File: src/hw/rtl/pcts_pkg.sv
// Shared widths, thresholds, register addresses and codes for the pulse count tick sequencer.
// No dependencies.

package pcts_pkg;

    localparam int unsigned COUNT_W = 16;
    localparam int unsigned RATE_W  = 20;
    localparam int unsigned BIN_W   = 20;
    localparam int unsigned DOSE_W  = 32;
    localparam int unsigned BEEP_W  = 3;
    localparam int unsigned RUN_W   = 5;
    localparam int unsigned IDLE_W  = 24;
    localparam int unsigned PDS_W   = 16;
    localparam int unsigned PHASE_W = 5;
    localparam int unsigned PADDR_W = 4;
    localparam int unsigned PDATA_W = 32;

    // idle thresholds in half-second ticks
    localparam logic [IDLE_W-1:0] IDLE_FULL_DRAW = 24'd3600;
    localparam logic [IDLE_W-1:0] IDLE_HALF_DRAW = 24'd14400;
    localparam logic [IDLE_W-1:0] IDLE_IND_OFF   = 24'd21600;
    localparam logic [IDLE_W-1:0] IDLE_BACKLIGHT = 24'd1200;

    localparam logic [RATE_W-1:0] RATE_LOW = 20'd1000;
    localparam logic [RATE_W-1:0] RATE_MID = 20'd10000;

    localparam logic [RUN_W-1:0] RUN_BATT_LIMIT = 5'd10;
    localparam logic [RUN_W-1:0] RUN_ALARM_MIN  = 5'd20;

    // phase is kept modulo 20; a minute is six of these cycles
    localparam logic [PHASE_W-1:0] PHASE_LAST = 5'd19;
    localparam logic [PHASE_W-1:0] PHASE_HALF = 5'd10;

    localparam logic [BEEP_W-1:0] BEEP_NONE = 3'd0;
    localparam logic [BEEP_W-1:0] BEEP_LOW  = 3'd2;
    localparam logic [BEEP_W-1:0] BEEP_MID  = 3'd3;
    localparam logic [BEEP_W-1:0] BEEP_HIGH = 3'd4;

    typedef enum logic [PADDR_W-1:0] {
        ADDR_ALARM_EN  = 4'h0,
        ADDR_ALARM_THR = 4'h4,
        ADDR_PD_EN     = 4'h8,
        ADDR_PD_SECS   = 4'hC
    } cfg_addr_t;

endpackage

File: src/hw/rtl/pcts_if.sv
// Valid/ready channels for tick requests and result requests.
// Depends on pcts_pkg.

interface pcts_tick_if;
    logic                          valid;
    logic                          ready;
    logic [pcts_pkg::COUNT_W-1:0]  pulse_count;
    logic [pcts_pkg::RATE_W-1:0]   rate_level;
    logic                          button_activity;

    modport source (output valid, pulse_count, rate_level, button_activity, input ready);
    modport sink   (input valid, pulse_count, rate_level, button_activity, output ready);
endinterface

interface pcts_result_if;
    logic                          valid;
    logic                          ready;
    logic                          draw_request;
    logic                          indicators_off;
    logic                          power_down;
    logic                          backlight_off;
    logic                          battery_measure;
    logic                          generator_start;
    logic [pcts_pkg::BEEP_W-1:0]   beep_count;
    logic                          bin_valid;
    logic [pcts_pkg::BIN_W-1:0]    bin_sum;
    logic [pcts_pkg::DOSE_W-1:0]   dose_total;

    modport source (output valid, draw_request, indicators_off, power_down, backlight_off,
                    battery_measure, generator_start, beep_count, bin_valid, bin_sum,
                    dose_total, input ready);
    modport sink   (input valid, draw_request, indicators_off, power_down, backlight_off,
                    battery_measure, generator_start, beep_count, bin_valid, bin_sum,
                    dose_total, output ready);
endinterface

File: src/hw/rtl/pulse_count_tick_sequencer.sv
// Top level: tick sequencer with long-ring bin memory, dose total and timer requests.
// Depends on pcts_pkg and pcts_if.
//
// channel  | dir | handshake          | payload
// ---------+-----+--------------------+-------------------------------------------
// tick     | in  | valid/ready        | pulse_count, rate_level, button_activity
// result   | out | valid/ready        | request flags, beep_count, bin, dose_total
// apb      | in  | psel/penable/pready| 4 registers at 0x0, 0x4, 0x8, 0xC
//
// One tick per cycle unless the result stalls; a tick passes the add stage, then the
// result register. Bin memory: read at acceptance, add and write back in the add
// stage; the last write is forwarded to the following tick. A fresh-bin flag stands
// in for clearing. No clearing pass: the block is ready straight out of reset.
// A stalled result holds one further tick in the add stage.

module pulse_count_tick_sequencer #(
    parameter int unsigned SHORT_DEPTH = 120,
    parameter int unsigned LONG_DEPTH  = 200,
    parameter int unsigned BIN_TICKS   = 10
) (
    input  logic                          clk,
    input  logic                          rst_n,
    pcts_tick_if.sink                     tick,
    pcts_result_if.source                 result,
    input  logic                          psel,
    input  logic                          penable,
    input  logic                          pwrite,
    input  logic [pcts_pkg::PADDR_W-1:0]  paddr,
    input  logic [pcts_pkg::PDATA_W-1:0]  pwdata,
    output logic [pcts_pkg::PDATA_W-1:0]  prdata,
    output logic                          pready
);

    localparam int unsigned SI_W = $clog2(SHORT_DEPTH);
    localparam int unsigned LI_W = (LONG_DEPTH > 1) ? $clog2(LONG_DEPTH) : 1;
    localparam int unsigned BP_W = (BIN_TICKS > 1) ? $clog2(BIN_TICKS) : 1;

    // configuration
    logic                          alarm_en_reg;
    logic [pcts_pkg::RATE_W-1:0]   alarm_thr_reg;
    logic                          pd_en_reg;
    logic [pcts_pkg::PDS_W-1:0]    pd_secs_reg;
    logic                          cfg_wr;

    // tick state
    logic [SI_W-1:0]               short_idx_reg,  short_idx_next;
    logic [BP_W-1:0]               bin_pos_reg,    bin_pos_next;
    logic [LI_W-1:0]               long_idx_reg,   long_idx_next;
    logic                          fresh_reg;
    logic [pcts_pkg::DOSE_W-1:0]   dose_reg,       dose_next;
    logic [pcts_pkg::PHASE_W-1:0]  phase_reg,      phase_next;
    logic [pcts_pkg::RUN_W-1:0]    run_reg,        run_next;
    logic [pcts_pkg::IDLE_W-1:0]   idle_reg,       idle_next;

    logic                          tick_acc;
    logic [pcts_pkg::IDLE_W-1:0]   idle_eff;
    logic                          short_last;
    logic                          bin_end;
    logic [pcts_pkg::DOSE_W:0]     dose_sum;
    logic                          draw, ind_off, pdown, blight, batt, gen;
    logic [pcts_pkg::BEEP_W-1:0]   beeps;

    // add stage
    logic                          s1_valid_reg;
    logic [pcts_pkg::COUNT_W-1:0]  s1_count_reg;
    logic [LI_W-1:0]               s1_addr_reg;
    logic                          s1_fresh_reg;
    logic                          s1_bin_end_reg;
    logic                          s1_draw_reg, s1_ind_off_reg, s1_pdown_reg;
    logic                          s1_blight_reg, s1_batt_reg, s1_gen_reg;
    logic [pcts_pkg::BEEP_W-1:0]   s1_beeps_reg;
    logic [pcts_pkg::DOSE_W-1:0]   s1_dose_reg;
    logic                          s1_adv;
    logic                          mem_we;

    // bin memory and forwarding
    logic [pcts_pkg::BIN_W-1:0]    ring_mem [LONG_DEPTH];
    logic [pcts_pkg::BIN_W-1:0]    rd_data_reg;
    logic [LI_W-1:0]               fwd_addr_reg;
    logic [pcts_pkg::BIN_W-1:0]    fwd_data_reg;
    logic [pcts_pkg::BIN_W-1:0]    bin_base;
    logic [pcts_pkg::BIN_W:0]      bin_add;
    logic [pcts_pkg::BIN_W-1:0]    bin_new;

    // result register
    logic                          res_valid_reg;
    logic                          res_draw_reg, res_ind_off_reg, res_pdown_reg;
    logic                          res_blight_reg, res_batt_reg, res_gen_reg;
    logic [pcts_pkg::BEEP_W-1:0]   res_beeps_reg;
    logic                          res_bin_valid_reg;
    logic [pcts_pkg::BIN_W-1:0]    res_bin_sum_reg;
    logic [pcts_pkg::DOSE_W-1:0]   res_dose_reg;

    // ---------------- configuration port ----------------
    assign pready = 1'b1;
    assign cfg_wr = psel && penable && pwrite;

    always_ff @(posedge clk or negedge rst_n)
    begin
        if (!rst_n)
        begin
            alarm_en_reg  <= 1'b0;
            alarm_thr_reg <= '0;
            pd_en_reg     <= 1'b0;
            pd_secs_reg   <= '0;
        end
        else if (cfg_wr)
        begin
            case (paddr)
                pcts_pkg::ADDR_ALARM_EN:  alarm_en_reg  <= pwdata[0];
                pcts_pkg::ADDR_ALARM_THR: alarm_thr_reg <= pwdata[pcts_pkg::RATE_W-1:0];
                pcts_pkg::ADDR_PD_EN:     pd_en_reg     <= pwdata[0];
                pcts_pkg::ADDR_PD_SECS:   pd_secs_reg   <= pwdata[pcts_pkg::PDS_W-1:0];
                default:                  ;
            endcase
        end
    end

    always_comb
    begin
        case (paddr)
            pcts_pkg::ADDR_ALARM_EN:  prdata = pcts_pkg::PDATA_W'(alarm_en_reg);
            pcts_pkg::ADDR_ALARM_THR: prdata = pcts_pkg::PDATA_W'(alarm_thr_reg);
            pcts_pkg::ADDR_PD_EN:     prdata = pcts_pkg::PDATA_W'(pd_en_reg);
            pcts_pkg::ADDR_PD_SECS:   prdata = pcts_pkg::PDATA_W'(pd_secs_reg);
            default:                  prdata = '0;
        endcase
    end

    // ---------------- tick stage ----------------
    assign s1_adv     = !res_valid_reg || result.ready;
    assign tick.ready = !s1_valid_reg || s1_adv;
    assign tick_acc   = tick.valid && tick.ready;

    assign idle_eff   = tick.button_activity ? '0 : idle_reg;
    assign short_last = (short_idx_reg == SI_W'(SHORT_DEPTH - 1));
    assign bin_end    = short_last || (bin_pos_reg == BP_W'(BIN_TICKS - 1));

    always_comb
    begin
        short_idx_next = short_last ? '0 : short_idx_reg + 1'b1;
        bin_pos_next   = bin_end ? '0 : bin_pos_reg + 1'b1;
        long_idx_next  = long_idx_reg;
        if (bin_end)
        begin
            long_idx_next = (long_idx_reg == LI_W'(LONG_DEPTH - 1)) ? '0 : long_idx_reg + 1'b1;
        end

        dose_sum  = {1'b0, dose_reg} + (pcts_pkg::DOSE_W + 1)'(tick.pulse_count);
        dose_next = dose_sum[pcts_pkg::DOSE_W] ? '1 : dose_sum[pcts_pkg::DOSE_W-1:0];

        phase_next = (phase_reg == pcts_pkg::PHASE_LAST) ? '0 : phase_reg + 1'b1;
        run_next   = (run_reg == '1) ? run_reg : run_reg + 1'b1;
        idle_next  = (idle_eff == '1) ? idle_eff : idle_eff + 1'b1;

        if (idle_eff < pcts_pkg::IDLE_FULL_DRAW)
            draw = 1'b1;
        else if (idle_eff < pcts_pkg::IDLE_HALF_DRAW)
            draw = !phase_reg[0];
        else
            draw = (phase_reg == '0);

        ind_off = (idle_eff > pcts_pkg::IDLE_IND_OFF);
        pdown   = pd_en_reg && (idle_eff > pcts_pkg::IDLE_W'({pd_secs_reg, 1'b0}));
        blight  = (idle_eff == pcts_pkg::IDLE_BACKLIGHT);
        batt    = (run_reg < pcts_pkg::RUN_BATT_LIMIT) || (phase_reg == '0);
        gen     = (phase_reg == '0) || (phase_reg == pcts_pkg::PHASE_HALF);

        beeps = pcts_pkg::BEEP_NONE;
        if (gen && (run_reg > pcts_pkg::RUN_ALARM_MIN) && alarm_en_reg
            && (tick.rate_level > alarm_thr_reg))
        begin
            if (tick.rate_level < pcts_pkg::RATE_LOW)
                beeps = pcts_pkg::BEEP_LOW;
            else if (tick.rate_level < pcts_pkg::RATE_MID)
                beeps = pcts_pkg::BEEP_MID;
            else
                beeps = pcts_pkg::BEEP_HIGH;
        end
    end

    always_ff @(posedge clk or negedge rst_n)
    begin
        if (!rst_n)
        begin
            short_idx_reg <= '0;
            bin_pos_reg   <= '0;
            long_idx_reg  <= '0;
            fresh_reg     <= 1'b1;
            dose_reg      <= '0;
            phase_reg     <= '0;
            run_reg       <= '0;
            idle_reg      <= '0;
        end
        else if (tick_acc)
        begin
            short_idx_reg <= short_idx_next;
            bin_pos_reg   <= bin_pos_next;
            long_idx_reg  <= long_idx_next;
            fresh_reg     <= bin_end;
            dose_reg      <= dose_next;
            phase_reg     <= phase_next;
            run_reg       <= run_next;
            idle_reg      <= idle_next;
        end
    end

    always_ff @(posedge clk or negedge rst_n)
    begin
        if (!rst_n)
            s1_valid_reg <= 1'b0;
        else if (tick_acc)
            s1_valid_reg <= 1'b1;
        else if (s1_adv)
            s1_valid_reg <= 1'b0;
    end

    always_ff @(posedge clk)
    begin
        if (tick_acc)
        begin
            s1_count_reg   <= tick.pulse_count;
            s1_addr_reg    <= long_idx_reg;
            s1_fresh_reg   <= fresh_reg;
            s1_bin_end_reg <= bin_end;
            s1_draw_reg    <= draw;
            s1_ind_off_reg <= ind_off;
            s1_pdown_reg   <= pdown;
            s1_blight_reg  <= blight;
            s1_batt_reg    <= batt;
            s1_gen_reg     <= gen;
            s1_beeps_reg   <= beeps;
            s1_dose_reg    <= dose_next;
        end
    end

    // ---------------- bin memory ----------------
    assign mem_we = s1_valid_reg && s1_adv;

    always_ff @(posedge clk)
    begin
        if (tick_acc)
            rd_data_reg <= ring_mem[long_idx_reg];
        if (mem_we)
            ring_mem[s1_addr_reg] <= bin_new;
    end

    always_ff @(posedge clk)
    begin
        if (mem_we)
        begin
            fwd_addr_reg <= s1_addr_reg;
            fwd_data_reg <= bin_new;
        end
    end

    // a fresh bin reads as zero; otherwise the latest write wins over the read data
    always_comb
    begin
        if (s1_fresh_reg)
            bin_base = '0;
        else if (fwd_addr_reg == s1_addr_reg)
            bin_base = fwd_data_reg;
        else
            bin_base = rd_data_reg;
        bin_add = {1'b0, bin_base} + (pcts_pkg::BIN_W + 1)'(s1_count_reg);
        bin_new = bin_add[pcts_pkg::BIN_W] ? '1 : bin_add[pcts_pkg::BIN_W-1:0];
    end

    // ---------------- result register ----------------
    always_ff @(posedge clk or negedge rst_n)
    begin
        if (!rst_n)
            res_valid_reg <= 1'b0;
        else if (s1_adv)
            res_valid_reg <= s1_valid_reg;
    end

    always_ff @(posedge clk)
    begin
        if (mem_we)
        begin
            res_draw_reg      <= s1_draw_reg;
            res_ind_off_reg   <= s1_ind_off_reg;
            res_pdown_reg     <= s1_pdown_reg;
            res_blight_reg    <= s1_blight_reg;
            res_batt_reg      <= s1_batt_reg;
            res_gen_reg       <= s1_gen_reg;
            res_beeps_reg     <= s1_beeps_reg;
            res_bin_valid_reg <= s1_bin_end_reg;
            res_bin_sum_reg   <= s1_bin_end_reg ? bin_new : '0;
            res_dose_reg      <= s1_dose_reg;
        end
    end

    assign result.valid           = res_valid_reg;
    assign result.draw_request    = res_draw_reg;
    assign result.indicators_off  = res_ind_off_reg;
    assign result.power_down      = res_pdown_reg;
    assign result.backlight_off   = res_blight_reg;
    assign result.battery_measure = res_batt_reg;
    assign result.generator_start = res_gen_reg;
    assign result.beep_count      = res_beeps_reg;
    assign result.bin_valid       = res_bin_valid_reg;
    assign result.bin_sum         = res_bin_sum_reg;
    assign result.dose_total      = res_dose_reg;

endmodule

File: src/flat_wrapper.sv
// flat-port wrapper written by rule: the top's interface ports become plain ports
module pulse_count_tick_sequencer_flat 
#(
    parameter int unsigned SHORT_DEPTH = 120,
    parameter int unsigned LONG_DEPTH  = 200,
    parameter int unsigned BIN_TICKS   = 10
)
  (clk, rst_n, psel, penable, pwrite, paddr, pwdata, prdata, pready, tick_valid, tick_pulse_count, tick_rate_level, tick_button_activity, tick_ready, result_valid, result_draw_request, result_indicators_off, result_power_down, result_backlight_off, result_battery_measure, result_generator_start, result_beep_count, result_bin_valid, result_bin_sum, result_dose_total, result_ready);
  pcts_tick_if tick_i ();
  pcts_result_if result_i ();
  input  logic clk;
  input  logic rst_n;
  input  logic psel;
  input  logic penable;
  input  logic pwrite;
  input  logic [pcts_pkg::PADDR_W-1:0] paddr;
  input  logic [pcts_pkg::PDATA_W-1:0] pwdata;
  output logic [pcts_pkg::PDATA_W-1:0] prdata;
  output logic pready;
  input wire logic [$bits(tick_i.valid)-1:0] tick_valid;
  input wire logic [$bits(tick_i.pulse_count)-1:0] tick_pulse_count;
  input wire logic [$bits(tick_i.rate_level)-1:0] tick_rate_level;
  input wire logic [$bits(tick_i.button_activity)-1:0] tick_button_activity;
  output wire logic [$bits(tick_i.ready)-1:0] tick_ready;
  output wire logic [$bits(result_i.valid)-1:0] result_valid;
  output wire logic [$bits(result_i.draw_request)-1:0] result_draw_request;
  output wire logic [$bits(result_i.indicators_off)-1:0] result_indicators_off;
  output wire logic [$bits(result_i.power_down)-1:0] result_power_down;
  output wire logic [$bits(result_i.backlight_off)-1:0] result_backlight_off;
  output wire logic [$bits(result_i.battery_measure)-1:0] result_battery_measure;
  output wire logic [$bits(result_i.generator_start)-1:0] result_generator_start;
  output wire logic [$bits(result_i.beep_count)-1:0] result_beep_count;
  output wire logic [$bits(result_i.bin_valid)-1:0] result_bin_valid;
  output wire logic [$bits(result_i.bin_sum)-1:0] result_bin_sum;
  output wire logic [$bits(result_i.dose_total)-1:0] result_dose_total;
  input wire logic [$bits(result_i.ready)-1:0] result_ready;
  assign tick_i.valid = tick_valid;
  assign tick_i.pulse_count = tick_pulse_count;
  assign tick_i.rate_level = tick_rate_level;
  assign tick_i.button_activity = tick_button_activity;
  assign tick_ready = tick_i.ready;
  assign result_valid = result_i.valid;
  assign result_draw_request = result_i.draw_request;
  assign result_indicators_off = result_i.indicators_off;
  assign result_power_down = result_i.power_down;
  assign result_backlight_off = result_i.backlight_off;
  assign result_battery_measure = result_i.battery_measure;
  assign result_generator_start = result_i.generator_start;
  assign result_beep_count = result_i.beep_count;
  assign result_bin_valid = result_i.bin_valid;
  assign result_bin_sum = result_i.bin_sum;
  assign result_dose_total = result_i.dose_total;
  assign result_i.ready = result_ready;
  pulse_count_tick_sequencer #(.SHORT_DEPTH(SHORT_DEPTH), .LONG_DEPTH(LONG_DEPTH), .BIN_TICKS(BIN_TICKS)) u_core (.clk(clk), .rst_n(rst_n), .tick(tick_i), .result(result_i), .psel(psel), .penable(penable), .pwrite(pwrite), .paddr(paddr), .pwdata(pwdata), .prdata(prdata), .pready(pready));
endmodule
File: config.mk
export PLATFORM = sky130hd
export DESIGN_NAME = pulse_count_tick_sequencer_flat
export DESIGN_NICKNAME = d
export VERILOG_FILES = /design/src/hw/rtl/pcts_pkg.sv /design/src/hw/rtl/pcts_if.sv /design/src/hw/rtl/pulse_count_tick_sequencer.sv /design/src/flat_wrapper.sv
export SDC_FILE = /design/constraint.sdc
export NUM_CORES = 2
export LEC_CHECK = 0
export ABC_CLOCK_PERIOD_IN_PS = 22200
export BUFFER_PORTS_ARGS = -buffer_cell sky130_fd_sc_hd__buf_2
export CAP_MARGIN = 15
export CORE_ASPECT_RATIO = 1.1
export CORE_UTILIZATION = 50
export DETAILED_ROUTE_END_ITERATION = 6
export GPL_ROUTABILITY_DRIVEN = 0
export PLACE_DENSITY = 0.65
export SLEW_MARGIN = 5
export SYNTH_ARGS = -nofsm -noshare
export SYNTH_HDL_FRONTEND = slang
export SYNTH_SLANG_ARGS = --single-unit
export TNS_END_PERCENT = 30
File: constraint.sdc
create_clock -name clk -period 22.2 [get_ports clk]
set_input_delay 3.33 -clock clk [delete_from_list [all_inputs] [get_ports clk]]
set_output_delay 3.33 -clock clk [all_outputs]
set_load 0.005 [all_outputs]
=== Yosys cells after proc, flatten, opt, wreduce, memory -nomap -nowiden ===
Memory sizes are Yosys's and may differ from the RTL's. A register that Yosys moved wholly into a read port is not among the register bits.
Index checks and enable logic that the tools add are counted.

* Add/sub/neg operators: 8
* Order comparisons: 9
* Eq/ne operators: 12
* Mux-type cells: 18
* Bitwise logic cells: 2
* Reductions and logical operators: 26

{| class="wikitable"
|+ Operator list
! cell !! number
|-
| 20-bit one-hot mux with 4 select lines || 1
|-
| 20-bit two-way mux || 3
|-
| 24-bit two-way mux || 2
|-
| 32-bit by 16-bit adder with 33-bit output || 1
|-
| 32-bit two-way mux || 1
|-
| 24-bit by 1-bit adder with 24-bit output, second input constant || 1
|-
| 24-bit by 11-bit == test with 1-bit output, second input constant || 1
|-
| 24-bit == test, second input constant || 1
|-
| 24-bit by 15-bit greater-than comparator with 1-bit output, second input constant || 1
|-
| 24-bit by 17-bit greater-than comparator with 1-bit output || 1
|-
| 24-bit by 12-bit less-than comparator with 1-bit output, second input constant || 1
|-
| 24-bit by 14-bit less-than comparator with 1-bit output, second input constant || 1
|-
| 20-bit by 16-bit adder with 21-bit output || 1
|-
| 20-bit greater-than comparator || 1
|-
| 20-bit by 10-bit less-than comparator with 1-bit output, second input constant || 1
|-
| 20-bit by 14-bit less-than comparator with 1-bit output, second input constant || 1
|-
| 4-bit == test, second input constant || 3
|-
| 2-bit AND reduction || 6
|-
| 5-bit by 1-bit adder with 5-bit output, second input constant || 2
|-
| 5-bit == test, second input constant || 2
|-
| 8-bit by 1-bit adder with 8-bit output, second input constant || 1
|-
| 8-bit == test || 1
|-
| 8-bit == test, second input constant || 1
|-
| 1-bit logical AND || 8
|-
| other kinds (21) || 32
|}

* Flip-flop bits (word level): 283
* Memory bits (writable): 4000
* Input bits: 80
* Output and inout port bits: 97
* Word-level logic and storage cells: 115
* Memories: 1

{| class="wikitable"
|+ Memory list
! memory !! depth !! bits a word !! rd ports !! clocked after Yosys merged registers in !! wr ports !! RTL line !! text
|-
| u_core.ring_mem || 200 || 20 || 1 || 1 || 1 || pulse_count_tick_sequencer.sv:77 || <nowiki>logic [pcts_pkg::BIN_W-1:0] ring_mem [LONG_DEPTH];</nowiki>
|}

=== Depth between registers and ports, before layout ===
* Depth after elaboration: 7
* Mapped depth: 18
* Depth with buffers taken out: 14

=== Least setup slack after synthesis ===
Ideal clock, no wire load.

* Path kind: flip-flop to flip-flop
* Start point: reg u_core.s1_addr_reg[3]
* End point: reg u_core.fwd_data_reg[18] (netlist bit), data pin
* Library setup time: 1.808 ns
* Arrival time: 11.767 ns
* Required time: 20.392 ns
* Setup slack: 8.625 ns
* Cell stages (with the launch flop): 17
* Path buffers: 3
* Path through: edfxtp_1 -> clkbuf_1 -> xnor2_1 -> nand4_1 -> nor2_2 -> buf_2 -> buf_2 -> mux2i_1 -> nor2_1 -> ha_1 -> fa_1 -> a211o_1 -> a2111oi_4 -> o31ai_2 -> a221oi_4 -> nor4_2 -> a211oi_1

* Word-level cells in the longest chain between the ends: 5

{| class="wikitable"
|+ RTL lines
! item !! RTL line !! text
|-
| start, declared || pulse_count_tick_sequencer.sv:66 || <nowiki>logic [LI_W-1:0] s1_addr_reg;</nowiki>
|-
| start signal, assigned || pulse_count_tick_sequencer.sv:223 || <nowiki>s1_addr_reg <= long_idx_reg;</nowiki>
|-
| 8-bit == test || pulse_count_tick_sequencer.sv:262 || <nowiki>else if (fwd_addr_reg == s1_addr_reg)</nowiki>
|-
| 20-bit two-way mux || pulse_count_tick_sequencer.sv:262 ||
|-
| 20-bit two-way mux || pulse_count_tick_sequencer.sv:260 || <nowiki>if (s1_fresh_reg)</nowiki>
|-
| 20-bit by 16-bit adder with 21-bit output || pulse_count_tick_sequencer.sv:266 || <nowiki>bin_add = {1'b0, bin_base} + (pcts_pkg::BIN_W + 1)'(s1_count_reg);</nowiki>
|-
| 20-bit two-way mux || pulse_count_tick_sequencer.sv:267 || <nowiki>bin_new = bin_add[pcts_pkg::BIN_W] ? '1 : bin_add[pcts_pkg::BIN_W-1:0];</nowiki>
|-
| via u_core.bin_new, one bit || pulse_count_tick_sequencer.sv:83 || <nowiki>logic [pcts_pkg::BIN_W-1:0] bin_new;</nowiki>
|-
| end signal, assigned || pulse_count_tick_sequencer.sv:253 || <nowiki>fwd_data_reg <= bin_new;</nowiki>
|-
| end, declared || pulse_count_tick_sequencer.sv:80 || <nowiki>logic [pcts_pkg::BIN_W-1:0] fwd_data_reg;</nowiki>
|}

The timed path passes the listed nets, and every way through them passes these cells.
A chain may end at the register's enable or synchronous reset.

=== Final worst setup path ===
* Start point: in paddr[1] (netlist bit)
* End point: out prdata[0] (netlist bit)

* Word-level cells in the longest chain between the ends: 2

{| class="wikitable"
|+ RTL lines
! item !! RTL line !! text
|-
| start, declared || flat_wrapper.sv:16 || <nowiki>input logic [pcts_pkg::PADDR_W-1:0] paddr;</nowiki>
|-
| 4-bit == test (tied with other cells) || pulse_count_tick_sequencer.sv:121 || <nowiki>case (paddr)</nowiki>
|-
| 20-bit one-hot mux with 4 select lines * || pulse_count_tick_sequencer.sv:121 ||
|-
| end, declared || flat_wrapper.sv:18 || <nowiki>output logic [pcts_pkg::PDATA_W-1:0] prdata;</nowiki>
|}

Every way passes the cells marked *; elsewhere a longest branch is shown, timed or not.

==> impl_metrics.py <==
metrics = {
    "status": {
        "outcome": "finished, final reports clean",
    },
    "grt": {
        "grt_pass1_vias": 87100,
        "grtUsageTotal_pct": 28.0,
        "grt_pass1_wl_um": 669000,
        "grt_overflow": 0,
        "antenna_found_initial": 27,
        "grt_max_degree": 202,
    },
    "clock_tree": {
        "h-tree-depth": 5,
        "postCtsSetupRepairBufs": 0,
        "post_cts_resized": 0,
        "cts_inserted_buffers": 417,
        "cts_hold_buf": 0,
        "cts.sink_count": 4303,
        "clk_latency_ps": 1000,
        "cts-root-buf": "clkbuf_16",
        "cts_tree": "yes",
        "clk_pin_slew_ps": 60,
        "clk_path_buf_depth": 4,
    },
    "synth": {
        "syn_avg_cell_area_um2": 20.3,
        "ys_warn_count": 0,
        "syn_inst": 8354,
        "synthDominantCellAreaShare_pct": 73.9,
        "synth_cell_type_count": 100,
        "syn_area_um2": 170000,
        "synthTopCellsByArea": "edfxtp_1, mux4_2, mux2i_1",
        "synth_edf_count": 4177,
        "synthArstFlopShare_pct": 2.93,
        "yosysTopAreaCell": "edfxtp_1",
        "ys_ff_latch": 4303,
        "yosysSeqAreaShare_pct": 75.7,
        "ys.flop_type": "edfxtp_1",
    },
    "worst_setup_path": {
        "ff2ff_setup_slack_ps": 15170,
        "path_cells": "buf_2, nor2_1, nand2_1, nor2_1, a221o_1, buf_2",
        "cp.depth": 6,
        "crit_type": "in -> out",
        "endpoint_kind": "primary output",
        "arrival_ps": 5120,
        "crit_path_max_fanout": 16,
        "crit_family": "simple AND/OR/NAND/NOR gates",
        "worst-path-buf-inv": 2,
        "max_stage_delay_ps": 900,
        "cpMaxStageDelayCell": "nor2_1",
        "r2r_cells": 16,
        "required_ps": 18870,
        "crit_path_start_kind": "primary input",
    },
    "power": {
        "p_sw_share_pct": 33.2,
        "cellLeakagePower_uw": 0.0608,
        "powerDensity_nw_per_um2": 135,
        "intPower_uw": 17200,
        "finalPower_uw": 25700,
        "switchingPower_uw": 8530,
        "pwr-share-comb_pct": 29.9,
        "clockPowerShare_pct": 27.8,
        "sequentialPowerShare_pct": 42.3,
        "vdd_drop_max_v": 0.000188,
    },
    "sta": {
        "rsz0062_at_grt": "no",
        "drv_slew": 0,
        "setup_viol": 0,
        "fmax_mhz": 118,
        "maxSlewHeadroom_pct": 6.30,
        "skew_ps": 67.0,
        "setup_tns_ps": 0,
        "finalCritPeriodShare_pct": 38.1,
        "post-route-min-period_ps": 8450,
        "hold_viol_final": 0,
        "tightest_slew_ps": 1380,
        "fin_ws_ps": 13750,
    },
    "placement": {
        "hpwlAfterDp_um": 282000,
        "io_buffers": 151,
        "pre_cts_slack_ps": 13750,
    },
    "die": {
        "core_area_um2": 338000,
        "die_area_um2": 342000,
        "die_x_um": 558,
        "row_count": 224,
        "die_h_um": 613,
        "ios": 177,
        "start_util_pct": 50.2,
    },
    "final_layout": {
        "final_nets": 8986,
        "largest_register_ffs": 4000,
        "utilization_pct": 56.3,
        "area_growth_pct": 12.2,
        "drive_above_1_share_pct": 25.1,
        "top_register": "u_core.ring_mem",
    },
    "route": {
        "drt-total-wl_um": 481000,
        "drt_iter0_markers": 12800,
        "vias": 88900,
        "viasPerCell": 6.49,
        "remaining_drc_errors": 0,
        "wire_per_inst_um": 35.1,
        "dr.pass1.iters": 6,
        "ant_nets": 0,
    },
    "flow_run": {
        "maxCapViolCount": 0,
    },
    "hold_path": {
        "hold_class": "reg -> reg",
        "min_delay_path_depth": 0,
    },
}
==> power by group through the flow <==
stage / logic, uW / clock network (uW) / registers (uW)
6_report: 7690 / 7130 / 10900
5_1_grt: 8000 / 7500 / 10900
4_1_cts: 7620 / 7200 / 10900
3_5_place_dp: 7600 / 0 / 11000
3_3_place_gp: 7400 / 0 / 11000
2_1_floorplan: 4780 / 0 / 11200
==> kinds of logic (layout without fill, tap and decap cells) <==
family	Yosys count	in the layout	synth area share, %
mux	1309	1309	14.2
other cells	2	22	0.00442
flops	4303	4303	75.7
fa+ha+maj	81	81	0.606
simple gates	1031	1031	2.81
compound gates	1018	1018	4.20
buf+inv	547	1355	2.16
xor+xnor	63	63	0.325
==> Yosys cell counts, drive strengths merged, types with 11 or more instances <==
library cell  count
mux2i           387
o31ai            21
a21o             25
a211oi           27
or3              11
nor4             27
nor3             65
a21oi           185
buf             316
mux2             62
nand4            40
a31oi            39
o221ai           37
or2              17
ha               79
xor2             23
a2111oi          16
a221oi           95
clkbuf          158
nand2           288
dfrtp           125
and2             27
a22o             59
mux4            860
o21ai           179
nor2            358
o21a             13
o22ai            63
and3             19
edfxtp         4177
o211ai           20
a221o            20
nor2b            39
nand3            78
inv              70
xnor2            40
nand2b           29
a22oi           131
==> layout by cell type, fill, tap and decap left out, types with 21 or more instances in the layout <==
master / instances
a22o_1: 59
mux2_2: 60
inv_1: 65
xnor2_1: 40
dfrtp_1: 117
nor2b_1: 33
nor2_1: 147
clkinv_2: 80
nor2_2: 158
and2_1: 26
mux4_1: 24
clkbuf_1: 77
edfxtp_1: 4177
clkbuf_16: 421
nand2_1: 283
buf_2: 150
nor2_4: 53
o21ai_1: 25
o22ai_1: 63
xor2_1: 23
a221oi_1: 86
nand4_1: 40
a21oi_1: 185
buf_4: 346
bufinv_16: 49
nor4_1: 21
a22oi_1: 131
a31oi_1: 39
ha_1: 79
a211oi_1: 25
nand3_1: 78
nand2b_1: 22
clkinv_1: 94
a21o_1: 24
o221ai_1: 37
nor3_1: 62
o21ai_0: 153
mux4_2: 836
mux2i_1: 387
==> cell type report <==
| cell class | count | area [um^2] |
|---|---|---|
| antenna | 9 | 22.5 |
| clock buffer | 505 | 10900 |
| clock inverter | 262 | 2740 |
| fill | 24800 | 148000 |
| inverter | 72 | 283 |
| multi-input combinational | 3515 | 38600 |
| sequential | 4303 | 129000 |
| tap | 4520 | 5660 |
| timing repair buffer | 516 | 3740 |
==> per-layer routing <==
layer / up-vias / routed length, um / global-route usage (%)
met3: 992 / 52200 / 6.28
met4: 12 / 28400 / 14.0
li1: 35600 / - / -
met5: - / 346 / 0
met2: 5415 / 224000 / 43.7
met1: 46800 / 176000 / 37.3
==> metrics by stage <==
stage | cell area, um^2 | instances | hold WS, ps
after floorplan | 170000 | 8365 | 400
after global placement | 177000 | 12900 | 400
after detailed placement | 177000 | 12900 | 405
after CTS | 190000 | 13700 | 415
after global routing | 191000 | 13700 | 422
final | 191000 | 13700 | 417
==> worst paths after layout <==
path,end,from
worst max-delay path,prdata[0],paddr[1]
worst min-delay path,u_core.result.dose_total[12]$_DFFE_PP_,u_core.s1_dose_reg[12]$_DFFE_PP_
worst max register to register,u_core.ring_mem[17][15]$_DFFE_PP_,u_core.s1_addr_reg[5]$_DFFE_PP_
worst min register to register,u_core.result.dose_total[12]$_DFFE_PP_,u_core.s1_dose_reg[12]$_DFFE_PP_
max in group asynchronous,u_core.idle_reg[2]$_DFFE_PN0P_,rst_n
min in group asynchronous,u_core.dose_reg[6]$_DFFE_PN0P_,rst_n
No activity file was read; power rests on OpenSTA's default activity.
